<file path="config.mk">
export PLATFORM = sky130hd
export DESIGN_NAME = ipv6_stream_deframer
export DESIGN_NICKNAME = d
export VERILOG_FILES = /design/src/rtl/ipv6d_pkg.sv /design/src/rtl/ipv6_stream_deframer.sv /design/src/rtl/ipv6d_ram.sv /design/src/rtl/ipv6d_front.sv /design/src/rtl/ipv6d_queue.sv /design/src/rtl/ipv6d_back.sv
export VERILOG_INCLUDE_DIRS = /design/src /design/src/rtl
export SDC_FILE = /design/constraint.sdc
export NUM_CORES = 1
export LEC_CHECK = 0
export BUFFER_PORTS_ARGS = -buffer_cell sky130_fd_sc_hd__buf_2
export CAP_MARGIN = 30
export CORE_UTILIZATION = 25
export CTS_CLUSTER_DIAMETER = 60
export DETAILED_ROUTE_END_ITERATION = 16
export PLACE_DENSITY_LB_ADDON = 0.2
export REMOVE_ABC_BUFFERS = 1
export SLEW_MARGIN = 10
export SYNTH_ARGS = -nofsm -noshare
export SYNTH_HDL_FRONTEND = slang
export SYNTH_SLANG_ARGS = --single-unit
</file>
<file path="constraint.sdc">
create_clock -name clock -period 5.3 [get_ports clock]
set_input_delay 0.265 -clock clock [delete_from_list [all_inputs] [get_ports clock]]
set_output_delay 0.265 -clock clock [all_outputs]
set_load 0.05 [all_outputs]
</file>
<file path="src/rtl/assert_macros.svh">
// Assertion macros shared by the deframer modules.
`ifndef ASSERT_MACROS_SVH
`define ASSERT_MACROS_SVH

// The condition holds at every clock edge outside reset.
`define ASSERT_ALWAYS(label, clk, rst, cond) \
   label: assert property (@(posedge clk) disable iff (rst) (cond)) \
      else $error("assertion failed");

// The antecedent implies the consequent at the same edge.
`define ASSERT_IMPLIES(label, clk, rst, ante, cons) \
   label: assert property (@(posedge clk) disable iff (rst) (ante) |-> (cons)) \
      else $error("assertion failed");

// The antecedent implies the consequent at the next edge.
`define ASSERT_NEXT(label, clk, rst, ante, cons) \
   label: assert property (@(posedge clk) disable iff (rst) (ante) |=> (cons)) \
      else $error("assertion failed");

`endif

</file>
<file path="src/rtl/ipv6d_pkg.sv">
// Types, constants and helper functions of the IPv6 stream deframer.
package ipv6d_pkg;

   localparam int MAX_FRAME_BYTES = 2048;
   localparam int HDR_BYTES = 40;
   localparam int KEY_BYTES = 4;
   localparam int FLUSH_BYTES = HDR_BYTES + KEY_BYTES;
   localparam int HDR_ADDR_BITS = $clog2(HDR_BYTES);
   localparam int HDR_COUNT_BITS = 6;
   localparam int FLUSH_CNT_BITS = $clog2(FLUSH_BYTES);
   localparam int PLEN_BITS = 16;
   localparam logic [PLEN_BITS:0] PLEN_LIMIT = (PLEN_BITS + 1)'(MAX_FRAME_BYTES - 4 - HDR_BYTES);

   localparam logic [7:0] VER_MASK = 8'hF0;
   localparam logic [7:0] VER_CODE = 8'h60;

   localparam int VER_POS = 0;
   localparam int PLEN_HI_POS = 4;
   localparam int PLEN_LO_POS = 5;
   localparam int SRC_PFX_POS = 8;
   localparam int DST_PFX_POS = 24;
   localparam int PFX_BYTES = 6;
   localparam int PFX_IDX_BITS = 3;

   localparam int QUEUE_DEPTH = 4;
   localparam int QUEUE_PTR_BITS = $clog2(QUEUE_DEPTH);
   localparam int QUEUE_COUNT_BITS = $clog2(QUEUE_DEPTH + 1);

   localparam int KEY_BITS = 32;
   localparam int PREFIX_BITS = 48;
   localparam int CSR_INDEX_BITS = 1;
   localparam int CSR_DATA_BITS = 48;
   localparam logic [CSR_INDEX_BITS-1:0] CSR_FRAME_KEY = 1'd0;
   localparam logic [CSR_INDEX_BITS-1:0] CSR_ADDRESS_PREFIX = 1'd1;

   localparam logic KIND_DATA = 1'b0;
   localparam logic KIND_CLOSE = 1'b1;

   typedef struct packed {
      logic       kind;
      logic [7:0] stream_byte;
   } req_type;

   typedef struct packed {
      logic [7:0] out_byte;
      logic       frame_last;
   } rsp_type;

   typedef struct packed {
      logic       is_flush;
      logic [7:0] data;
      logic       last;
   } cmd_type;

   function automatic logic [7:0] key_byte(input logic [KEY_BITS-1:0] key,
                                           input logic [1:0] idx);
      logic [7:0] b;
      case (idx)
         2'd0: b = key[31:24];
         2'd1: b = key[23:16];
         2'd2: b = key[15:8];
         2'd3: b = key[7:0];
         default: b = '0;
      endcase
      return b;
   endfunction

   function automatic logic [7:0] prefix_byte(input logic [PREFIX_BITS-1:0] pfx,
                                              input logic [PFX_IDX_BITS-1:0] idx);
      logic [7:0] b;
      case (idx)
         3'd0: b = pfx[47:40];
         3'd1: b = pfx[39:32];
         3'd2: b = pfx[31:24];
         3'd3: b = pfx[23:16];
         3'd4: b = pfx[15:8];
         3'd5: b = pfx[7:0];
         default: b = '0;
      endcase
      return b;
   endfunction

endpackage

</file>
<file path="src/rtl/ipv6_stream_deframer.sv">
// Top level of the IPv6 stream deframer: configuration registers and the front, queue and emitter.
//
//   Channel  Direction  Payload              Handshake
//   req_     in         req_type             req_valid / req_ready
//   rsp_     out        rsp_type             rsp_valid / rsp_ready
//   csr_     in         csr_index, csr_data  csr_valid / csr_ready (always ready)
//
// Payload bytes and header bytes are taken at one transaction per cycle when not stalled.
// A header that passes is flushed by the emitter: it first takes the flush command from the
// four-entry queue, then emits the key and then the header bytes, read from a 40-byte RAM.
// While that flush runs, the input stalls only on a full queue or when it would collect a new header.
// Reset is synchronous and clears all control state; the header RAM is not cleared.
// A full queue or a stalled output register holds the input back.
module ipv6_stream_deframer import ipv6d_pkg::*; (
   input  logic                      clock,
   input  logic                      reset,
   input  logic                      req_valid,
   output logic                      req_ready,
   input  req_type                   req_data,
   output logic                      rsp_valid,
   input  logic                      rsp_ready,
   output rsp_type                   rsp_data,
   input  logic                      csr_valid,
   output logic                      csr_ready,
   input  logic [CSR_INDEX_BITS-1:0] csr_index,
   input  logic [CSR_DATA_BITS-1:0]  csr_data
);

   logic [KEY_BITS-1:0]      frame_key_ff, frame_key_in;
   logic [PREFIX_BITS-1:0]   address_prefix_ff, address_prefix_in;
   logic                     flush_done;
   logic                     q_full;
   logic                     q_empty;
   logic                     push;
   logic                     pop;
   cmd_type                  push_data;
   cmd_type                  q_head;
   logic                     ram_we;
   logic [HDR_ADDR_BITS-1:0] ram_waddr;
   logic [HDR_ADDR_BITS-1:0] ram_raddr;
   logic [7:0]               ram_wdata;
   logic [7:0]               ram_rdata;

   assign csr_ready = 1'b1;

   always_comb begin
      frame_key_in      = frame_key_ff;
      address_prefix_in = address_prefix_ff;
      if (csr_valid && csr_ready) begin
         case (csr_index)
            CSR_FRAME_KEY:      frame_key_in      = csr_data[KEY_BITS-1:0];
            CSR_ADDRESS_PREFIX: address_prefix_in = csr_data[PREFIX_BITS-1:0];
            default: begin
               frame_key_in      = frame_key_ff;
               address_prefix_in = address_prefix_ff;
            end
         endcase
      end
   end

   always_ff @(posedge clock) begin
      if (reset) begin
         frame_key_ff      <= '0;
         address_prefix_ff <= '0;
      end else begin
         frame_key_ff      <= frame_key_in;
         address_prefix_ff <= address_prefix_in;
      end
   end

   ipv6d_front u_front (
      .clock          (clock),
      .reset          (reset),
      .req_valid      (req_valid),
      .req_ready      (req_ready),
      .req_data       (req_data),
      .address_prefix (address_prefix_ff),
      .flush_done     (flush_done),
      .q_full         (q_full),
      .push           (push),
      .push_data      (push_data),
      .ram_we         (ram_we),
      .ram_addr       (ram_waddr),
      .ram_wdata      (ram_wdata)
   );

   ipv6d_ram #(
      .WIDTH (8),
      .DEPTH (HDR_BYTES)
   ) u_hdr_ram (
      .clock   (clock),
      .wr_en   (ram_we),
      .wr_addr (ram_waddr),
      .wr_data (ram_wdata),
      .rd_addr (ram_raddr),
      .rd_data (ram_rdata)
   );

   ipv6d_queue u_queue (
      .clock     (clock),
      .reset     (reset),
      .push      (push),
      .push_data (push_data),
      .full      (q_full),
      .pop       (pop),
      .empty     (q_empty),
      .head      (q_head)
   );

   ipv6d_back u_back (
      .clock      (clock),
      .reset      (reset),
      .frame_key  (frame_key_ff),
      .q_empty    (q_empty),
      .q_head     (q_head),
      .pop        (pop),
      .ram_addr   (ram_raddr),
      .ram_rdata  (ram_rdata),
      .flush_done (flush_done),
      .rsp_valid  (rsp_valid),
      .rsp_ready  (rsp_ready),
      .rsp_data   (rsp_data)
   );

endmodule

</file>
<file path="src/rtl/ipv6d_ram.sv">
// Generic single-write, single-read RAM with registered read data.
module ipv6d_ram #(
   parameter int WIDTH = 8,
   parameter int DEPTH = 40
) (
   input  logic                     clock,
   input  logic                     wr_en,
   input  logic [$clog2(DEPTH)-1:0] wr_addr,
   input  logic [WIDTH-1:0]         wr_data,
   input  logic [$clog2(DEPTH)-1:0] rd_addr,
   output logic [WIDTH-1:0]         rd_data
);

   logic [WIDTH-1:0] mem_ff [DEPTH];
   logic [WIDTH-1:0] rd_data_ff;

   always_ff @(posedge clock) begin
      if (wr_en) begin
         mem_ff[wr_addr] <= wr_data;
      end
      rd_data_ff <= mem_ff[rd_addr];
   end

   assign rd_data = rd_data_ff;

endmodule

</file>
<file path="src/rtl/ipv6d_front.sv">
// Front end: accepts stream transactions, collects and checks headers, forwards payload.
`include "assert_macros.svh"
module ipv6d_front import ipv6d_pkg::*; (
   input  logic                     clock,
   input  logic                     reset,
   input  logic                     req_valid,
   output logic                     req_ready,
   input  req_type                  req_data,
   input  logic [PREFIX_BITS-1:0]   address_prefix,
   input  logic                     flush_done,
   input  logic                     q_full,
   output logic                     push,
   output cmd_type                  push_data,
   output logic                     ram_we,
   output logic [HDR_ADDR_BITS-1:0] ram_addr,
   output logic [7:0]               ram_wdata
);

   logic [HDR_COUNT_BITS-1:0] hdr_count_ff, hdr_count_in;
   logic [PLEN_BITS-1:0]      payload_left_ff, payload_left_in;
   logic                      passing_ff, passing_in;
   logic                      busy_ff, busy_in;
   logic                      chk_ok_ff, chk_ok_in;
   logic [7:0]                plen_hi_ff, plen_hi_in;
   logic [7:0]                plen_lo_ff, plen_lo_in;
   logic                      accept;
   logic [PLEN_BITS-1:0]      left_dec;
   logic [PLEN_BITS-1:0]      plen;
   logic [7:0]                byte_in;

   assign req_ready = !q_full && (passing_ff || !busy_ff);
   assign accept    = req_valid && req_ready;
   assign byte_in   = req_data.stream_byte;
   assign left_dec  = payload_left_ff - PLEN_BITS'(1);
   assign plen      = {plen_hi_ff, plen_lo_ff};

   always_comb begin
      hdr_count_in    = hdr_count_ff;
      payload_left_in = payload_left_ff;
      passing_in      = passing_ff;
      busy_in         = flush_done ? 1'b0 : busy_ff;
      chk_ok_in       = chk_ok_ff;
      plen_hi_in      = plen_hi_ff;
      plen_lo_in      = plen_lo_ff;
      push            = 1'b0;
      push_data       = '0;
      ram_we          = 1'b0;
      ram_addr        = HDR_ADDR_BITS'(hdr_count_ff);
      ram_wdata       = byte_in;
      if (accept) begin
         if (req_data.kind == KIND_CLOSE) begin
            hdr_count_in    = '0;
            payload_left_in = '0;
            passing_in      = 1'b0;
         end else if (passing_ff) begin
            push            = 1'b1;
            push_data.data  = byte_in;
            push_data.last  = (left_dec == '0);
            payload_left_in = left_dec;
            if (left_dec == '0) begin
               passing_in   = 1'b0;
               hdr_count_in = '0;
            end
         end else begin
            ram_we       = 1'b1;
            hdr_count_in = hdr_count_ff + HDR_COUNT_BITS'(1);
            if (hdr_count_ff == HDR_COUNT_BITS'(VER_POS)) begin
               chk_ok_in = ((byte_in & VER_MASK) == VER_CODE);
            end
            if (hdr_count_ff == HDR_COUNT_BITS'(PLEN_HI_POS)) begin
               plen_hi_in = byte_in;
            end
            if (hdr_count_ff == HDR_COUNT_BITS'(PLEN_LO_POS)) begin
               plen_lo_in = byte_in;
            end
            if (hdr_count_ff >= HDR_COUNT_BITS'(SRC_PFX_POS) &&
                hdr_count_ff < HDR_COUNT_BITS'(SRC_PFX_POS + PFX_BYTES)) begin
               chk_ok_in = chk_ok_ff && (byte_in == prefix_byte(address_prefix,
                  PFX_IDX_BITS'(hdr_count_ff - HDR_COUNT_BITS'(SRC_PFX_POS))));
            end
            if (hdr_count_ff >= HDR_COUNT_BITS'(DST_PFX_POS) &&
                hdr_count_ff < HDR_COUNT_BITS'(DST_PFX_POS + PFX_BYTES)) begin
               chk_ok_in = chk_ok_ff && (byte_in == prefix_byte(address_prefix,
                  PFX_IDX_BITS'(hdr_count_ff - HDR_COUNT_BITS'(DST_PFX_POS))));
            end
            if (hdr_count_ff == HDR_COUNT_BITS'(HDR_BYTES - 1)) begin
               hdr_count_in = '0;
               if (chk_ok_ff && plen != '0 && {1'b0, plen} <= PLEN_LIMIT) begin
                  push               = 1'b1;
                  push_data.is_flush = 1'b1;
                  passing_in         = 1'b1;
                  payload_left_in    = plen;
                  busy_in            = 1'b1;
               end
            end
         end
      end
   end

   always_ff @(posedge clock) begin
      if (reset) begin
         hdr_count_ff    <= '0;
         payload_left_ff <= '0;
         passing_ff      <= 1'b0;
         busy_ff         <= 1'b0;
      end else begin
         hdr_count_ff    <= hdr_count_in;
         payload_left_ff <= payload_left_in;
         passing_ff      <= passing_in;
         busy_ff         <= busy_in;
      end
      chk_ok_ff  <= chk_ok_in;
      plen_hi_ff <= plen_hi_in;
      plen_lo_ff <= plen_lo_in;
   end

   `ASSERT_ALWAYS(a_no_write_while_flushing, clock, reset, !(ram_we && busy_ff))
   `ASSERT_IMPLIES(a_passing_has_bytes_left, clock, reset, passing_ff,
      payload_left_ff != '0)

endmodule

</file>
<file path="src/rtl/ipv6d_queue.sv">
// Short command queue between the front end and the emitter.
`include "assert_macros.svh"
module ipv6d_queue import ipv6d_pkg::*; (
   input  logic    clock,
   input  logic    reset,
   input  logic    push,
   input  cmd_type push_data,
   output logic    full,
   input  logic    pop,
   output logic    empty,
   output cmd_type head
);

   cmd_type                     entry_ff [QUEUE_DEPTH];
   logic [QUEUE_PTR_BITS-1:0]   wr_ptr_ff, wr_ptr_in;
   logic [QUEUE_PTR_BITS-1:0]   rd_ptr_ff, rd_ptr_in;
   logic [QUEUE_COUNT_BITS-1:0] count_ff, count_in;

   assign full  = (count_ff == QUEUE_COUNT_BITS'(QUEUE_DEPTH));
   assign empty = (count_ff == '0);
   assign head  = entry_ff[rd_ptr_ff];

   always_comb begin
      wr_ptr_in = push ? wr_ptr_ff + QUEUE_PTR_BITS'(1) : wr_ptr_ff;
      rd_ptr_in = pop ? rd_ptr_ff + QUEUE_PTR_BITS'(1) : rd_ptr_ff;
      count_in  = count_ff;
      if (push && !pop) begin
         count_in = count_ff + QUEUE_COUNT_BITS'(1);
      end else if (pop && !push) begin
         count_in = count_ff - QUEUE_COUNT_BITS'(1);
      end
   end

   always_ff @(posedge clock) begin
      if (reset) begin
         wr_ptr_ff <= '0;
         rd_ptr_ff <= '0;
         count_ff  <= '0;
      end else begin
         wr_ptr_ff <= wr_ptr_in;
         rd_ptr_ff <= rd_ptr_in;
         count_ff  <= count_in;
      end
      if (push) begin
         entry_ff[wr_ptr_ff] <= push_data;
      end
   end

   `ASSERT_ALWAYS(a_no_push_when_full, clock, reset, !(push && full))
   `ASSERT_ALWAYS(a_no_pop_when_empty, clock, reset, !(pop && empty))

endmodule

</file>
<file path="src/rtl/ipv6d_back.sv">
// Emitter: turns queued commands into output bytes, flushing key and header on demand.
`include "assert_macros.svh"
module ipv6d_back import ipv6d_pkg::*; (
   input  logic                     clock,
   input  logic                     reset,
   input  logic [KEY_BITS-1:0]      frame_key,
   input  logic                     q_empty,
   input  cmd_type                  q_head,
   output logic                     pop,
   output logic [HDR_ADDR_BITS-1:0] ram_addr,
   input  logic [7:0]               ram_rdata,
   output logic                     flush_done,
   output logic                     rsp_valid,
   input  logic                     rsp_ready,
   output rsp_type                  rsp_data
);

   typedef enum logic [1:0] {
      BACK_IDLE  = 2'b01,
      BACK_FLUSH = 2'b10
   } back_state_type;

   back_state_type            state_ff, state_in;
   logic [FLUSH_CNT_BITS-1:0] cnt_ff, cnt_in;
   logic                      rsp_valid_ff, rsp_valid_in;
   rsp_type                   rsp_data_ff, rsp_data_in;
   logic                      out_free;
   logic                      load;
   rsp_type                   load_data;

   assign out_free = !rsp_valid_ff || rsp_ready;

   always_comb begin
      state_in   = state_ff;
      cnt_in     = cnt_ff;
      pop        = 1'b0;
      load       = 1'b0;
      load_data  = '0;
      flush_done = 1'b0;
      case (state_ff)
         BACK_IDLE: begin
            if (!q_empty && out_free) begin
               pop = 1'b1;
               if (q_head.is_flush) begin
                  state_in = BACK_FLUSH;
                  cnt_in   = '0;
               end else begin
                  load                 = 1'b1;
                  load_data.out_byte   = q_head.data;
                  load_data.frame_last = q_head.last;
               end
            end
         end
         BACK_FLUSH: begin
            if (out_free) begin
               load = 1'b1;
               if (cnt_ff < FLUSH_CNT_BITS'(KEY_BYTES)) begin
                  load_data.out_byte = key_byte(frame_key, cnt_ff[1:0]);
               end else begin
                  load_data.out_byte = ram_rdata;
               end
               if (cnt_ff == FLUSH_CNT_BITS'(FLUSH_BYTES - 1)) begin
                  state_in   = BACK_IDLE;
                  cnt_in     = '0;
                  flush_done = 1'b1;
               end else begin
                  cnt_in = cnt_ff + FLUSH_CNT_BITS'(1);
               end
            end
         end
         default: begin
            state_in = BACK_IDLE;
            cnt_in   = '0;
         end
      endcase
   end

   // The read address follows the next count, so the registered data matches the current one.
   assign ram_addr = (cnt_in >= FLUSH_CNT_BITS'(KEY_BYTES)) ?
                     HDR_ADDR_BITS'(cnt_in - FLUSH_CNT_BITS'(KEY_BYTES)) : '0;

   assign rsp_valid_in = load ? 1'b1 : (rsp_ready ? 1'b0 : rsp_valid_ff);
   assign rsp_data_in  = load ? load_data : rsp_data_ff;

   always_ff @(posedge clock) begin
      if (reset) begin
         state_ff     <= BACK_IDLE;
         cnt_ff       <= '0;
         rsp_valid_ff <= 1'b0;
      end else begin
         state_ff     <= state_in;
         cnt_ff       <= cnt_in;
         rsp_valid_ff <= rsp_valid_in;
      end
      rsp_data_ff <= rsp_data_in;
   end

   assign rsp_valid = rsp_valid_ff;
   assign rsp_data  = rsp_data_ff;

   `ASSERT_IMPLIES(a_flush_count_in_range, clock, reset, state_ff == BACK_FLUSH,
      cnt_ff <= FLUSH_CNT_BITS'(FLUSH_BYTES - 1))
   `ASSERT_NEXT(a_done_returns_idle, clock, reset, flush_done, state_ff == BACK_IDLE)

endmodule

</file>
Word-level counts from Yosys, hierarchy flattened --
Memory sizes are Yosys's and may differ from the RTL's. A register that Yosys moved wholly into a read port is not among the register bits. Cells that the tools add are included.
Storage, ports and cells: bits in registers 146, memories 2, bits in writable memories 360, input bits 63, latch bits 0, bits in read-only memories 0, logic and storage cells 187
Memories:
- u_hdr_ram.mem_ff | depth 40, width 8, read ports 1, clocked after Yosys merged registers in 1, write ports 1, RTL line ipv6d_ram.sv:14 | logic [WIDTH-1:0] mem_ff [DEPTH];
- u_queue.entry_ff | depth 4, width 10, read ports 1, clocked after Yosys merged registers in 1, write ports 1, RTL line ipv6d_queue.sv:14 | cmd_type entry_ff [QUEUE_DEPTH];
Cells by class: multiplexer cells 78, multipliers 0, equality and inequality tests 28, shifts and indexed selects 0, divide/modulo/power cells 0, order comparisons 7, bitwise logic cells 5, add/sub/neg operators 10, reduce and logical (&&, ||, !) cells 40
Operators with widths (number):
- 8-bit case mux with 6 select lines | 2
- 8-bit 2-to-1 mux | 10
- 16-bit 2-to-1 mux | 4
- 6-bit 2-to-1 mux | 9
- 1-bit 2-to-1 mux | 35
- 8-bit case mux with 4 select lines | 1
- 9-bit 2-to-1 mux | 3
- 10-bit 2-to-1 mux | 2
- 8-bit == test | 2
- 16-bit by 11-bit <= comparator with 1-bit output, second input constant | 1
- 16-bit logical NOT | 1
- 8-bit case mux with 2 select lines | 1
- 4-bit AND reduction | 4
- 16-bit nonzero test | 1
- 16-bit by 1-bit subtractor with 16-bit output, second input constant | 1
- 3-bit == test, second input constant | 5
- 6-bit by 1-bit adder with 6-bit output, second input constant | 2
- 3-bit by 2-bit == test with 1-bit output, second input constant | 4
- 6-bit by 3-bit == test with 1-bit output, second input constant | 2
- 6-bit == test, second input constant | 2
- 2-bit 2-to-1 mux | 6
- 6-bit case mux with 2 select lines | 1
- 1-bit logical AND | 11
- 3-bit logical NOT | 3
- 30 further kinds | 55

Longest topological paths before layout --
depth in word-level cells 12, gate-level depth with buffers 20, depth with buffers taken out 16

Hierarchy --
A second synthesis with hierarchy kept.
Unflattened totals: cells, all modules 1667, area, all modules 22715.5 µm²
By module, submodules not included:
- ipv6d_ram | area each 12971.2 µm², instances 1, cells an instance 696, sequential area each 9769.4 µm²
- ipv6_stream_deframer | area each 3387.0 µm², instances 1, cells an instance 321, sequential area each 1601.5 µm²
- ipv6d_front | area each 3062.9 µm², instances 1, cells an instance 381, sequential area each 991.0 µm²
- ipv6d_queue | area each 1871.8 µm², instances 1, cells an instance 96, sequential area each 1381.3 µm²
- ipv6d_back | area each 1422.6 µm², instances 1, cells an instance 173, sequential area each 450.4 µm²

Worst setup path before layout --
OpenSTA, ideal clock, no wires.
path kind register -> register, from reg u_back.rsp_valid_ff, in the netlist u_back.rsp_valid, to reg u_hdr_ram.rd_data_ff[0], in the netlist u_hdr_ram.rd_data[0], read port of u_hdr_ram.mem_ff, clock period less this slack 3.721 ns, arrival time 3.618 ns, path slack 1.579 ns, required time 5.197 ns, cell stages (with the launch flop) 18, cell sequence dfxtp_1 nor2b_1 buf_4 nor3_1 or4_1 nand2_1 nand2_1 ha_1 buf_4 and3_1 buf_4 a211oi_4 buf_4 a2bb2oi_1 o211ai_1 a21oi_1 o22ai_1 a2111oi_2
Between the ends: longest elaborated chain between the ends 7, elaborated cells between the ends (all ways) 9, those cells by class add/sub: 1; order compare: 1; mux: 4; reduce/logical: 3
Ends and longest elaborated chain:
- start: declaration | RTL line ipv6d_back.sv:25 | logic rsp_valid_ff, rsp_valid_in;
- start signal: assignment | RTL line ipv6d_back.sv:93 | rsp_valid_ff <= rsp_valid_in;
- 1-bit logical NOT * | RTL line ipv6d_back.sv:31 | assign out_free = !rsp_valid_ff || rsp_ready;
- 1-bit logical OR * | RTL line ipv6d_back.sv:31
- 1-bit logical AND | RTL line ipv6d_back.sv:42 | if (!q_empty && out_free) begin
- 6-bit 2-to-1 mux | RTL line ipv6d_back.sv:42
- 6-bit case mux with 2 select lines * | RTL line ipv6d_back.sv:40 | case (state_ff)
- 6-bit by 3-bit subtractor with 6-bit output / 6-bit by 3-bit greater-or-equal comparator with 1-bit output (equally long branches) | RTL line ipv6d_back.sv:80, ipv6d_back.sv:79
- 6-bit 2-to-1 mux * | RTL line ipv6d_back.sv:79 | assign ram_addr = (cnt_in >= FLUSH_CNT_BITS'(KEY_BYTES)) ?
- end: declaration | RTL line ipv6d_ram.sv:15 | logic [WIDTH-1:0] rd_data_ff;
Mark *: on every way between the ends. The rest lies on a longest branch, timed or not. A chain may end at the register's enable or synchronous reset.

Worst setup path in the final report --
from reg u_back.cnt_ff[1], to reg u_hdr_ram.rd_data_ff[6], in the netlist u_hdr_ram.rd_data[6], read port of u_hdr_ram.mem_ff
Between the ends: longest elaborated chain between the ends 6, elaborated cells between the ends (all ways) 10, those cells by class add/sub: 2; order compare: 1; eq/ne: 1; mux: 6
Ends and longest elaborated chain:
- start: declaration | RTL line ipv6d_back.sv:24 | logic [FLUSH_CNT_BITS-1:0] cnt_ff, cnt_in;
- start signal: assignment | RTL line ipv6d_back.sv:92 | cnt_ff <= cnt_in;
- 6-bit by 1-bit adder with 6-bit output / 6-bit == test (equally long branches) | RTL line ipv6d_back.sv:67, ipv6d_back.sv:62
- 6-bit 2-to-1 mux | RTL line ipv6d_back.sv:62 | if (cnt_ff == FLUSH_CNT_BITS'(FLUSH_BYTES - 1)) begin
- 6-bit 2-to-1 mux | RTL line ipv6d_back.sv:55 | if (out_free) begin
- 6-bit case mux with 2 select lines * | RTL line ipv6d_back.sv:40
- 6-bit by 3-bit subtractor with 6-bit output / 6-bit by 3-bit greater-or-equal comparator with 1-bit output (equally long branches) | RTL line ipv6d_back.sv:80, ipv6d_back.sv:79
- 6-bit 2-to-1 mux * | RTL line ipv6d_back.sv:79
Marks and branches as above.

==> flow_summary.json <==
{
  "maxSlewViolCount": 0,
  "leakage_nw": 8.56,
  "critPathLaunchType": "flop",
  "firstDrtPassIters": 7,
  "slowest_stage": "a2111oi_0",
  "dp_hpwl_mm": 44.4,
  "fin_util": 0.298,
  "period_share": 0.914,
  "crit_buf_inv": 1,
  "wirelength_mm": 66.7,
  "power_frac_comb": 0.077,
  "antenna_found_initial": 2,
  "arrival_ns": 5.31,
  "grt_use_total": 0.147,
  "top_usage_layer": "met2",
  "core-area_um2": 87200,
  "multi_input_area_um2": 7240,
  "total_power_w": 0.00899,
  "cts_buffers": 56,
  "wl_per_cell_um": 20.9,
  "dp_slack_ns": 0.594,
  "p_seq_frac": 0.491,
  "final_common_cell": "nand2_1",
  "internal-power_w": 0.00682,
  "die-area_um2": 89500,
  "crit_family": "compound AO/OA/AOI/OAI gates",
  "status": "completed",
  "num_vias": 15300,
  "syn_area_um2": 22100,
  "seq_area_frac_synth": 0.643,
  "use_met3": 0.0242,
  "synth_flop_cell": "edfxtp_1",
  "crit_chain": "ha_1 > nand2b_1 > nor3b_1 > o21ai_0 > a21o_1 > ha_1 > and3_1 > a21oi_4 > nand2_1 > buf_4 > o211ai_1 > o211ai_1 > a2111oi_0 > a211oi_1",
  "swShare": 0.242,
  "synth-seq-cells": 516,
  "final_cells": 3190,
  "slew_headroom": 0.359,
  "tightest_slew_ns": 0.937,
  "netlist-cell-type-count": 88,
  "postCtsSetupBuffers": 0,
  "clk_pin_slew_ns": 0.06,
  "critPathRequiredTime_ns": 5.77,
  "p_sw_w": 0.00218,
  "cts.repair.resized": 0,
  "nNetsFinal": 2073,
  "avgSynthCellArea_um2": 11.7,
  "finalHoldViolCount": 0,
  "mostFrequentLayoutCells": "nand2_1 (398), edfxtp_1 (386), a21oi_1 (168)",
  "critPathMaxStageDelay_ns": 0.84,
  "die_y_um": 299,
  "htree_levels": 2,
  "fmax_ghz": 0.207,
  "skew_ns": 0.0227,
  "grt_setup_unrepaired": "no",
  "powerDensity_nw_per_um2": 347,
  "worstSetupEndpointType": "flop",
  "drive_above_1_share": 0.121,
  "io_buffer_count": 73,
  "cp_max_fo": 16,
  "clock_latency_ns": 0.63,
  "route.detailed.drc": 0,
  "start_util": 0.253,
  "grt_max_degree": 100,
  "antenna_left": 0,
  "syn_inst": 1890,
  "setup_viol": 0,
  "clock-sinks": 516,
  "overflow": 0,
  "clkPwrFrac": 0.432,
  "cts_buffer_depth": 3,
  "synth_edf_count": 386,
  "regArea_um2": 14200,
  "period_minus_slack_ns": 4.84,
  "first_iter_violations": 1201,
  "io_pins": 75,
  "async_reset_ff_frac": 0,
  "setup_ws_ns": 0.458,
  "fill_cells": 8902,
  "fp-row-count": 108,
  "syn_to_final_growth_pct": 17.6,
  "holdBufCountCts": 48,
  "yosys_warnings": 0,
  "hp-class": "in -> reg",
  "cts_tree": "built",
  "place_congestion": 0.858,
  "peakVddDrop_v": 0.000276,
  "place_inst": 3037,
  "fin_setup_tns_ns": 0,
  "worstSetupPathType": "reg -> reg",
  "grt_first_pass_wirelength_mm": 98.5,
  "met1_usage": 0.197,
  "drt-vias-per-instance": 4.78,
  "grt_util_met2": 0.232,
  "die_width_um": 299,
  "maxCapViolations": 0,
  "root_buffer": "clkbuf_16",
  "grt_pass1_vias": 15000
}
[Yosys cell counts (21+ instances only)]
| cell | n | area share |
|---|---|---|
| o211ai_1 | 32 | 0.011 |
| mux2i_1 | 39 | 0.018 |
| nor2_1 | 120 | 0.020 |
| nand2_1 | 398 | 0.068 |
| clkbuf_1 | 70 | 0.012 |
| and3_1 | 21 | 0.0060 |
| buf_2 | 23 | 0.0052 |
| o21ai_0 | 55 | 0.012 |
| nand3_1 | 65 | 0.015 |
| dfxtp_1 | 130 | 0.12 |
| inv_1 | 24 | 0.0041 |
| a21oi_1 | 168 | 0.038 |
| edfxtp_1 | 386 | 0.53 |
| a2bb2oi_1 | 24 | 0.0095 |
| nor3_1 | 24 | 0.0054 |
[registers in the layout, summed over array words and instances, names as in the netlist, 3 cells and up, named ones only]
| name | count |
|---|---|
| u_queue.count_ff | 3 |
| u_front.plen_lo_ff | 8 |
| frame_key_ff | 32 |
| u_front.plen_hi_ff | 8 |
| u_back.cnt_ff | 6 |
| u_hdr_ram.rd_data | 8 |
| u_front.payload_left_ff | 16 |
| u_front.ram_addr | 6 |
| address_prefix_ff | 48 |
| u_back.rsp_data | 9 |
| u_queue.entry_ff | 40 |
| u_hdr_ram.mem_ff | 320 |
[worst register-to-register path, cell delays in order, from the launching register on]
cell and delay (ns):
dfxtp_1 0.41, ha_1 0.49, nand2b_1 0.21, nor3b_1 0.24, o21ai_0 0.16, a21o_1 0.29
ha_1 0.38, and3_1 0.34, a21oi_4 0.20, nand2_1 0.33, buf_4 0.33, o211ai_1 0.19
o211ai_1 0.16, a2111oi_0 0.84, a211oi_1 0.12
[path summary, 6_finish.rpt]
check | slack (ns) | depth (start not counted) | startpoint | endpoint
max | 0.46 | 14 | u_back.cnt_ff[1] | u_hdr_ram.rd_data[6]
min | 0.07 | 1 | req_data[3] | u_hdr_ram.mem_ff[38][3]
max reg2reg | 0.46 | 14 | u_back.cnt_ff[1] | u_hdr_ram.rd_data[6]
min reg2reg | 0.45 | 2 | frame_key_ff[27] | frame_key_ff[27]
[layout make-up]
cell class | count | share of cell area
Antenna cell | 1 | 0.0000965
Sequential cell | 516 | 0.547
Clock inverter | 31 | 0.0119
Inverter | 24 | 0.00347
Clock buffer | 72 | 0.0583
Timing Repair Buffer | 158 | 0.0445
Multi-Input combinational cell | 1233 | 0.279
Tap cell | 1155 | 0.0557
[power by group through the flow]
stage,Clock [W],Sequential [W],Combinational (W)
3_3_place_gp,0,0.00450,0.000669
4_1_cts,0.00399,0.00442,0.000702
5_1_grt,0.00413,0.00442,0.000760
2_1_floorplan,0,0.00451,0.000364
6_report,0.00388,0.00442,0.000695
3_5_place_dp,0,0.00450,0.000672
[per-stage QoR]
stage | area [um2] | hold WS, ns
global route | 25900 | 0.0360
CTS | 25900 | 0.0263
global placement | 23600 | 0.439
floorplan | 21500 | 0.334
finish | 25900 | 0.0690
detailed placement | 23600 | 0.445
[kinds of logic (layout without fill, tap and decap cells)]
logic type      after synthesis  in the layout  share of synthesized area
buf+inv                     141            285                     0.0301
other cells                   1              2                   0.000170
compound gates              414            414                      0.129
fa+ha+maj                    21             21                     0.0122
simple gates                721            721                      0.145
mux                          61             61                     0.0348
xor+xnor                     15             15                    0.00595
flops                       516            516                      0.643
[layer usage]
layer  vias up  part of all wire
met5         -           0.00026
met4         2             0.045
met3       120             0.044
met2       369              0.46
met1      7607              0.45
li1       7163                 -
(Power assumes the default switching activity.)
